File: src/rtl/mtme_ram.sv
`timescale 1ns / 1ps
// ----------------------------------------------------------------------------
// mtme_ram
// Generic simple dual-port RAM, one write port, one registered read port.
// ----------------------------------------------------------------------------
module mtme_ram #(
   parameter int WIDTH = 8,
   parameter int DEPTH = 64
) (
   input  logic                     clock,
   input  logic                     wr_en,
   input  logic [$clog2(DEPTH)-1:0] wr_addr,
   input  logic [WIDTH-1:0]         wr_data,
   input  logic [$clog2(DEPTH)-1:0] rd_addr,
   output logic [WIDTH-1:0]         rd_data
);

   logic [WIDTH-1:0] mem [DEPTH];
   logic [WIDTH-1:0] rd_data_ff;

   // write port
   always_ff @(posedge clock) begin
      if (wr_en) begin
         mem[wr_addr] <= wr_data;
      end
   end

   // registered read
   always_ff @(posedge clock) begin
      rd_data_ff <= mem[rd_addr];
   end

   assign rd_data = rd_data_ff;

endmodule

File: config.mk
export PLATFORM = sky130hd
export DESIGN_NAME = mtme_ram
export DESIGN_NICKNAME = d
export VERILOG_FILES = /design/src/rtl/mtme_ram.sv
export SDC_FILE = /design/constraint.sdc
export NUM_CORES = 1
export LEC_CHECK = 0
export ABC_AREA = 1
export BUFFER_PORTS_ARGS = -buffer_cell sky130_fd_sc_hd__buf_2
export CORE_ASPECT_RATIO = 1.5
export CORE_MARGIN = 10
export CORE_UTILIZATION = 25
export CTS_CLUSTER_SIZE = 40
export DETAILED_ROUTE_END_ITERATION = 6
export HOLD_SLACK_MARGIN = 0.08
export PLACE_DENSITY = 0.42
export SLEW_MARGIN = 20
export SYNTH_ARGS = -nofsm -noshare
export SYNTH_HDL_FRONTEND = slang
export SYNTH_SLANG_ARGS = --single-unit
export TNS_END_PERCENT = 50
File: constraint.sdc
create_clock -name clock -period 3 [get_ports clock]
set_input_delay 0.15 -clock clock [delete_from_list [all_inputs] [get_ports clock]]
set_output_delay 0.15 -clock clock [all_outputs]
set_load 0.1 [all_outputs]
==> results of run 1 <==
-- power by group through the flow --
stage	sequential, mW	clock [mW]	combinational (mW)
CTS	8.07	6.57	1.16
detailed placement	8.23	0	1.15
global placement	8.23	0	1.16
global route	8.07	6.84	1.23
floorplan	8.31	0	0.565
finish	8.08	6.40	1.13
-- worst max-delay path: stages --
cell,delay [ns]
buf_2,0.16
inv_1,0.19
nand4_1,0.83
nor2_1,0.96
-- cell usage after synthesis --
cell type	instances	area, µm²
nand4_1	9	56.3
edfxtp_1	512	15400
buf_1	10	37.5
dfxtp_1	8	160
inv_2	1	3.75
nor4_1	8	50.1
buf_4	14	105
clkbuf_1	15	56.3
nand2_1	648	2430
inv_1	10	37.5
nor2_1	56	210
nand3_1	439	2200
buf_6	35	394
inv_6	1	8.76
buf_2	37	185
buf_8	2	30.0
-- layer usage --
layer	GRT usage [%]	wire length, µm	up-vias
li1	-	-	6475
met1	16.4	27500	6991
met2	24.2	34600	296
met3	1.54	2690	90
met4	4.56	1950	2
met5	0	13	-
-- how the worst max path moves through the flow --
stage | from | end | slack (ns) | cells past startpoint
detailed placement | wr_addr[0] | mem[58][2] | 0.33 | 4
floorplan | wr_en | mem[48][0] | 1.08 | 3
CTS | wr_addr[0] | mem[58][2] | 0.98 | 4
finish | wr_addr[0] | mem[58][2] | 0.93 | 4
global route | rd_addr[0] | rd_data[7] | 0.86 | 12
global placement | wr_addr[0] | mem[18][6] | 0.37 | 4
-- through the flow --
| step | instances | power [mW] | hold slack [ns] | area [µm²] |
|---|---|---|---|---|
| floorplan | 1805 | 8.88 | 0.249 | 21300 |
| global placement | 2943 | 9.39 | 0.567 | 22900 |
| detailed placement | 2943 | 9.38 | 0.577 | 22900 |
| CTS | 3039 | 15.8 | 0.0867 | 24600 |
| global route | 3040 | 16.1 | 0.109 | 24600 |
| finish | 3040 | 15.6 | 0.101 | 24600 |
-- layout make-up --
type	instances	area, µm²
diodes	1	2.50
clock buffers	57	1300
clock inverters	33	314
fillers	8854	60300
inverters	12	55.1
multi-input cells	1160	4950
flip-flops and latches	520	15500
well taps	1130	1410
repair buffers	127	1060
-- sequential cells by signal (all words and copies together), names as in the netlist --
| register | count |
|---|---|
| mem | 512 |
| rd_data | 8 |
-- repair_timing --
| action | 4_1_cts | 5_1_grt |
|---|---|---|
| hold buffers | 6 | 0 |
| gates resized for setup | 0 | 0 |
| hold endpoints to repair | 35 | 0 |
-- cells in the final DEF, fill, tap and decap left out, drive strengths merged --
cell type	synthesis	routed
buf	98	120
bufinv	0	6
clkbuf	15	58
clkinv	0	24
clkinvlp	0	1
dfxtp	8	8
diode	0	1
dlygate4sd3	0	6
edfxtp	512	512
inv	12	14
nand2	648	648
nand3	439	439
nand4	9	9
nor2	56	56
nor4	8	8
-- cell families after synthesis --
kind of cell / share of synthesized area, %
AND/OR/NAND/NOR: 23.2
flip-flops: 72.8
buffers and inverters: 4.02
==> results.py, run 1 <==
metrics = {
    "run_status": {
        "outcome": "completed",
    },
    "route": {
        "vias": 13900,
        "drc": 0,
        "dr.first_iter.drc_count": 1141,
        "wire_per_inst_um": 22.0,
        "dr.pass1.iters": 5,
        "avgViaCountPerCell": 4.56,
        "ant_nets": 0,
        "finalWirelength_mm": 66.8,
    },
    "critical_path": {
        "cp_max_fo": 9,
        "crit_path_start_kind": "input port",
        "worstPathArrival_ns": 2.29,
        "critical_path_required_ns": 3.23,
        "r2r_cells": 9,
        "path_class": "input port to flop",
        "r2r_end": "rd_data[7]",
        "r2r_start": "mem[39][7]",
        "r2r_slack_ns": 1.16,
        "endpoint_kind": "flop",
    },
    "sta": {
        "finalWorstSetupSlack_ns": 0.933,
        "max_slew_margin_pct": 32.4,
        "setup_viol": 0,
        "skew_ns": 0.0253,
        "worst_pin_slew_ns": 1.01,
        "maxSlewViolCount": 0,
        "hold_viol": 0,
        "period_minus_slack_ns": 2.07,
        "fmax_mhz": 484,
        "rsz0062_at_grt": "no",
        "period_share_pct": 68.9,
        "fin_setup_tns_ns": 0,
    },
    "min_path": {
        "hp-class": "input port to flop",
        "hold_path.startpoint": "wr_data[5]",
        "hold_depth": 2,
        "whs_endpoint": "mem[9][5]",
    },
    "floorplan": {
        "start_util_pct": 25.1,
        "num_rows": 131,
        "io_pins": 30,
        "core-area_um2": 84900,
        "die_w_um": 259,
        "die_h_um": 378,
        "die-area_um2": 97700,
    },
    "grt": {
        "grt_max_degree": 113,
        "grt_remaining_overflow": 0,
        "first_global_vias": 14100,
        "antenna_found_initial": 4,
        "grt_pass1_wl_mm": 97.7,
        "grt_use_total_pct": 13.5,
    },
    "clocking": {
        "clk_pin_slew_ns": 0.06,
        "postCtsSetupBuffers": 0,
        "tritoncts": "yes",
        "ctsRootBufferMaster": "clkbuf_16",
        "clkLatencyLatePin_ns": 0.60,
        "clockBufferDepth": 3,
        "cts-htree-levels": 2,
        "cts.sinks": 520,
        "numCtsBuffers": 50,
    },
    "final_layout": {
        "drive_gt1_share_pct": 9.95,
        "finish.utilization_pct": 29.0,
        "nNetsFinal": 1893,
        "area_delta_synth_final_pct": 15.4,
    },
    "pwr": {
        "p_clk_share_pct": 41.0,
        "internal_power_mw": 11.9,
        "max-vdd-ir-drop_uv": 396,
        "pwr-share-seq_pct": 51.7,
        "switchingPower_mw": 3.71,
        "p_leak_nw": 8.71,
        "p_comb_share_pct": 7.3,
        "powerDensity_nw_per_um2": 634,
        "swShare_pct": 23.8,
    },
    "yosys": {
        "ys_types": 16,
        "mappedNetlistArea_um2": 21300,
        "synthesis.nets": 1827,
        "postSynthCellCount": 1805,
        "ys_warn_count": 0,
        "yosysSeqAreaShare_pct": 72.8,
        "ys_seq_elements": 520,
        "synth_area_per_cell_um2": 11.8,
    },
    "placed_design": {
        "hpwlAfterDp_mm": 40.3,
        "pre_cts_ws_ns": 0.329,
        "gp_congestion": 0.862,
        "io_buffers": 29,
    },
    "run": {
        "maxCapViolations": 0,
    },
}
No activity file was read; power rests on OpenSTA's default activity.
==> inputs of run 2 (changes only) <==
Settings changed: ABC_AREA 1 to 0.
Clock period 3 ns to 1.95 ns, I/O delays scaled along.
==> run 2 against run 1 <==
  * Combinational power rose by 38%
  * Worst setup slack worse by 0.92 ns
  * Synthesized cell count decreased by 48%
  * Wire length shrank 18%
  * Area after synthesis fell by 5.5%
  * Design area is essentially flat
  * Critical endpoint is now rd_data[2]
  * Largest cell class unchanged
==> results.py, run 2 <==
metrics = {
    "run_status": {
        "outcome": "completed",
    },
    "sta": {
        "fmax_mhz": 517,
        "maxSlewViolCount": 0,
        "whs_ns": 0.120,
        "rsz0062_at_grt": "yes",
        "max_slew_margin_pct": 48.0,
        "skew_ns": 0.0198,
        "hold_viol": 0,
        "period_share_pct": 99.3,
        "setup_viol": 0,
        "period_minus_slack_ns": 1.94,
        "worst_pin_slew_ns": 0.780,
    },
    "clocking": {
        "cts-htree-levels": 2,
        "tritoncts": "yes",
        "clockBufferDepth": 3,
        "postCtsSetupBuffers": 0,
        "numCtsBuffers": 50,
        "clkLatencyLatePin_ns": 0.60,
        "cts.sinks": 520,
        "ctsRootBufferMaster": "clkbuf_16",
        "clk_pin_slew_ns": 0.07,
    },
    "critical_path": {
        "startpoint": "mem[7][2]",
        "crit_path_start_kind": "flop",
        "r2r_start": "mem[7][2]",
        "cp_max_fo": 1,
        "crit_end": "rd_data[2]",
        "worstPathArrival_ns": 2.43,
        "r2r_slack_ns": 0.01,
        "r2r_end": "rd_data[2]",
        "r2r_cells": 6,
        "path_class": "flop to flop",
        "endpoint_kind": "flop",
        "critical_path_required_ns": 2.44,
    },
    "placed_design": {
        "gp_congestion": 0.770,
        "placed_cells": 2117,
        "dpl_cell_area_um2": 22800,
        "hpwlAfterDp_mm": 37.0,
        "io_buffers": 29,
    },
    "grt": {
        "first_global_vias": 10700,
        "grt_most_used_layer": "met2",
        "grt_pass1_wl_mm": 79.1,
        "grt_remaining_overflow": 0,
        "grt_use_met2_pct": 22.0,
        "grt_use_met1_pct": 13.4,
        "antenna_found_initial": 5,
        "use_met3_pct": 1.59,
        "grt_use_total_pct": 11.8,
        "grt_max_degree": 65,
    },
    "route": {
        "wire_per_inst_um": 24.7,
        "dr.first_iter.drc_count": 769,
        "ant_nets": 0,
        "vias": 9884,
        "drc": 0,
        "avgViaCountPerCell": 4.45,
        "dr.pass1.iters": 4,
        "finalWirelength_mm": 54.9,
    },
    "floorplan": {
        "core-area_um2": 79900,
        "die_w_um": 252,
        "io_pins": 30,
        "start_util_pct": 25.2,
        "die-area_um2": 92700,
        "num_rows": 127,
        "die_h_um": 368,
    },
    "yosys": {
        "ys_warn_count": 0,
        "synth_top_flop_cell": "edfxtp_1",
        "synth.top_cell.area_share_pct": 76.2,
        "synthesis.nets": 962,
        "postSynthCellCount": 940,
        "ys_types": 40,
        "yosysSeqAreaShare_pct": 77.0,
        "post-synth-top-count-cell": "edfxtp_1",
        "async_flop_share_pct": 0,
        "ys_top_cells_by_area": "edfxtp_1 76%, mux4_2 14%, nor2_1 1.5%, mux2i_1 1.1%, dfxtp_1 0.79%",
        "synth_commonest_cells": "512 x edfxtp_1, 126 x mux4_2, 83 x nor2_1",
        "yosysTopAreaCell": "edfxtp_1",
        "synth_edf_count": 512,
        "synth_area_per_cell_um2": 21.5,
        "mappedNetlistArea_um2": 20200,
        "ys_seq_elements": 520,
    },
    "final_layout": {
        "layout_commonest_cell": "edfxtp_1",
        "fin_area_um2": 24600,
        "largest_register_ffs": 512,
        "drive_gt1_share_pct": 35.7,
        "area_delta_synth_final_pct": 22.1,
        "largest_register": "mem",
        "nNetsFinal": 1169,
        "layout_common_cells": "512 x edfxtp_1, 151 x buf_4, 126 x mux4_2",
        "instances_no_fill": 2222,
    },
    "pwr": {
        "internal_power_mw": 18.9,
        "pwr-share-seq_pct": 51.4,
        "p_leak_nw": 7.89,
        "p_clk_share_pct": 42.1,
        "powerDensity_nw_per_um2": 980,
        "swShare_pct": 21.9,
        "max-vdd-ir-drop_uv": 577,
        "switchingPower_mw": 5.29,
        "p_comb_share_pct": 6.4,
    },
    "run": {
        "maxCapViolations": 0,
    },
    "min_path": {
        "hp-class": "input port to flop",
    },
}
==> run 2: changes by cell type after synthesis, sizes merged, moves of 13 or more <==
cell / before / now
nor2b: 0 / 14
mux4: 0 / 126
nand2: 648 / 19
mux2i: 0 / 23
nor2: 56 / 83
buf: 98 / 34
mux2: 0 / 13
nand3: 439 / 13
==> run 2: metal layers <==
metal	wire (µm)	vias to the layer above
li1	-	4338
met1	21600	5266
met2	29700	178
met3	1720	98
met4	1840	4
met5	21	-
==> run 2: layout make-up <==
type                            count  area, µm²
Clock inverter                     29        347
Clock buffer                       64       1360
Sequential cell                   520      15500
Timing Repair Buffer              206       1740
Antenna cell                        2       5.00
Multi-Input combinational cell    369       4350
Tap cell                         1032       1290
Fill cell                        7678      55300
==> run 2: cells by family after synthesis <==
logic type | count (synthesis) | share of synthesized area [%]
flops | 520 | 77.0
mux | 162 | 15.9
compound gates | 54 | 2.07
buf+inv | 51 | 1.57
simple gates | 153 | 3.39
==> run 2: per-stage QoR <==
step / TNS (ns) / util, % / setup WS [ns] / power [mW]
2_1_floorplan: 0 / - / 0.185 / 13.4
3_3_place_gp: -1.38 / 28.5 / -0.404 / 14.2
3_5_place_dp: -1.36 / 28.5 / -0.324 / 14.2
4_1_cts: 0 / 30.8 / 0.00197 / 24.5
5_1_grt: -0.0502 / 30.8 / -0.0378 / 25.0
6_report: 0 / 30.8 / 0.0140 / 24.1
==> run 2: repair_timing <==
item,4_1_cts,5_1_grt
endpoints found under the setup margin,2,5
cloned,0,0
pin swaps,0,2
hold endpoints to repair,249,0
hold buffers,10,0
resized for setup,2,7
==> run 2: worst min path at each step <==
stage	from	to	cells after the start
after floorplan	wr_data[0]	mem[0][0]	0
after global placement	wr_data[2]	mem[52][2]	1
after detailed placement	wr_data[2]	mem[53][2]	1
after CTS	wr_addr[2]	mem[49][0]	3
after global routing	wr_addr[2]	mem[48][0]	3
final	wr_en	mem[51][7]	3
==> run 2: worst max-delay path: stages (launching register included) <==
cell and delay (ns):
edfxtp_1 0.36, mux4_2 0.51, mux4_2 0.52, nor2_1 0.11, buf_4 0.13, nor3_1 0.04, o2bb2ai_1 0.15
==> run 2: power by group through the flow <==
stage	registers (mW)	clock network (mW)	logic [mW]
6_report	12.4	10.2	1.56
5_1_grt	12.4	10.9	1.66
4_1_cts	12.4	10.5	1.59
3_5_place_dp	12.7	0	1.57
3_3_place_gp	12.7	0	1.56
2_1_floorplan	12.8	0	0.659
==> inputs of run 3 (changes only) <==
Settings changed: ABC_AREA 0 to 1, GPL_ROUTABILITY_DRIVEN set to 0.
==> run 3 against run 2 <==
  * Maximum frequency is 3.2% higher
  * Flip-flop and latch count is the same
  * Register-to-register slack better by 0.19 ns
  * Critical path depth is 1 higher
  * Design area rose by 1.6%
  * Sequential power about the same
  * Hold slack gained 0.0059 ns
  * Non-clock buffer count down 45
  * Worst setup slack improved by 0.059 ns
  * Clock power is 6% lower
  * Utilization shrank 1.3 points
  * Total power down 1.5%
==> results.py, run 3 (synthesis results as in run 1) <==
metrics = {
    "critical_path": {
        "critical_path_required_ns": 2.48,
        "endpoint_kind": "flop",
        "r2r_slack_ns": 0.20,
        "crit_path_start_kind": "input port",
        "cp_max_fo": 17,
        "r2r_end": "rd_data[2]",
        "max_stage_delay_ns": 0.56,
        "path_class": "input port to flop",
        "startpoint": "rd_addr[4]",
        "path_cells": "dlygate4sd3_1 -> buf_2 -> inv_1 -> nand3_1 -> nand3_1 -> dlygate4sd3_1 -> nand2_1",
        "r2r_start": "mem[45][2]",
        "cpMaxStageDelayCell": "dlygate4sd3_1",
        "r2r_cells": 9,
        "worstPathArrival_ns": 2.41,
        "crit_end": "rd_data[2]",
    },
    "clocking": {
        "numCtsBuffers": 49,
        "clkLatencyLatePin_ns": 0.58,
        "ctsRootBufferMaster": "clkbuf_16",
        "postCtsSetupBuffers": 0,
        "cts-htree-levels": 2,
        "cts.sinks": 520,
        "tritoncts": "yes",
        "clockBufferDepth": 3,
        "clk_pin_slew_ns": 0.07,
    },
    "sta": {
        "max_slew_margin_pct": 60.4,
        "worst_pin_slew_ns": 0.593,
        "period_minus_slack_ns": 1.88,
        "whs_ns": 0.126,
        "skew_ns": 0.0278,
        "fin_setup_tns_ns": 0,
        "fmax_mhz": 533,
        "maxSlewViolCount": 0,
        "rsz0062_at_grt": "no",
        "period_share_pct": 96.2,
        "hold_viol": 0,
        "setup_viol": 0,
    },
    "pwr": {
        "p_total_mw": 23.8,
        "max-vdd-ir-drop_uv": 649,
        "powerDensity_nw_per_um2": 949,
        "p_leak_nw": 8.93,
    },
    "final_layout": {
        "area_delta_synth_final_pct": 17.3,
        "nNetsFinal": 1926,
        "finish.utilization_pct": 29.5,
        "layout_commonest_cell": "nand2_1",
        "largest_register": "mem",
        "layout_common_cells": "648 x nand2_1, 512 x edfxtp_1, 439 x nand3_1",
        "n_fill_cell": 8816,
        "drive_gt1_share_pct": 11.4,
        "largest_register_ffs": 512,
    },
    "placed_design": {
        "io_buffers": 29,
        "hpwlAfterDp_mm": 39.6,
    },
    "floorplan": {
        "start_util_pct": 25.1,
        "die-area_um2": 97700,
        "io_pins": 30,
        "core-area_um2": 84900,
        "num_rows": 131,
        "die_h_um": 378,
        "die_w_um": 259,
    },
    "run_status": {
        "outcome": "completed",
    },
    "grt": {
        "grt_remaining_overflow": 0,
        "grt_max_degree": 97,
        "grt_pass1_wl_mm": 94.1,
        "grt_use_total_pct": 12.9,
        "antenna_found_initial": 7,
        "first_global_vias": 13900,
    },
    "route": {
        "avgViaCountPerCell": 4.43,
        "wl_met2_mm": 32.9,
        "dr.pass1.iters": 5,
        "top_layer_used": "met5",
        "route.met3.wl_mm": 2.15,
        "finalWirelength_mm": 63.3,
        "wl_met1_mm": 25.6,
        "wire_per_inst_um": 20.6,
        "ant_nets": 0,
        "vias": 13600,
        "drc": 0,
        "dr.first_iter.drc_count": 956,
    },
    "min_path": {
        "hp-class": "input port to flop",
    },
    "run": {
        "maxCapViolations": 0,
    },
}
-- run 3: worst max-delay path: cells and delay by family --
| kind | cells | cell delay [ns] |
|---|---|---|
| AND/OR/NAND/NOR | 3 | 0.35 |
| buffers and inverters | 4 | 1.94 |
-- run 3: stage by stage --
step           setup WS [ns]  std cells  cell area (µm²)
2_1_floorplan         0.0864       1805            21300
3_3_place_gp          0.0617       2972            23400
3_5_place_dp          0.0746       2972            23400
4_1_cts                0.141       3070            25000
5_1_grt              0.00336       3070            25000
6_report              0.0734       3073            25000
-- run 3: where the power goes --
group,total (mW),internal (mW),switching [mW]
Combinational,1.79,0.458,1.33
Sequential,12.4,12.4,0.0503
Clock,9.57,5.42,4.15
-- run 3: area by class of cell --
cell class | count | area [µm²] | share of cell area (%)
sequential | 520 | 15500 | 62.1
multi-input combinational | 1160 | 4950 | 19.8
timing repair buffer | 161 | 1510 | 6.04
tap | 1130 | 1410 | 5.65
clock buffer | 61 | 1310 | 5.25
clock inverter | 26 | 251 | 1.00
inverter | 12 | 55.1 | 0.220
antenna | 3 | 7.51 | 0.0300
-- run 3: what timing repair did --
action | CTS | global route
hold endpoints to repair | 203 | 0
hold buffers | 11 | 0
resized for setup | 0 | 0
-- run 3: worst min-delay path by stage --
| stage | slack (ns) | start | cells past startpoint | endpoint |
|---|---|---|---|---|
| after global placement | 0.51 | rd_addr[5] | 3 | rd_data[0] |
| after detailed placement | 0.50 | rd_addr[5] | 3 | rd_data[2] |
| after CTS | 0.08 | wr_addr[2] | 3 | mem[51][5] |
| final | 0.13 | wr_addr[2] | 3 | mem[51][5] |
| after floorplan | 0.20 | wr_data[0] | 0 | mem[0][0] |
| after global routing | 0.13 | wr_addr[2] | 3 | mem[50][0] |
-- run 3: routing by layer --
layer | track usage [%] | up-vias
met2 | 23.1 | 277
met1 | 15.2 | 6685
met5 | 0 | -
met3 | 1.50 | 99
li1 | - | 6537
met4 | 5.75 | 4
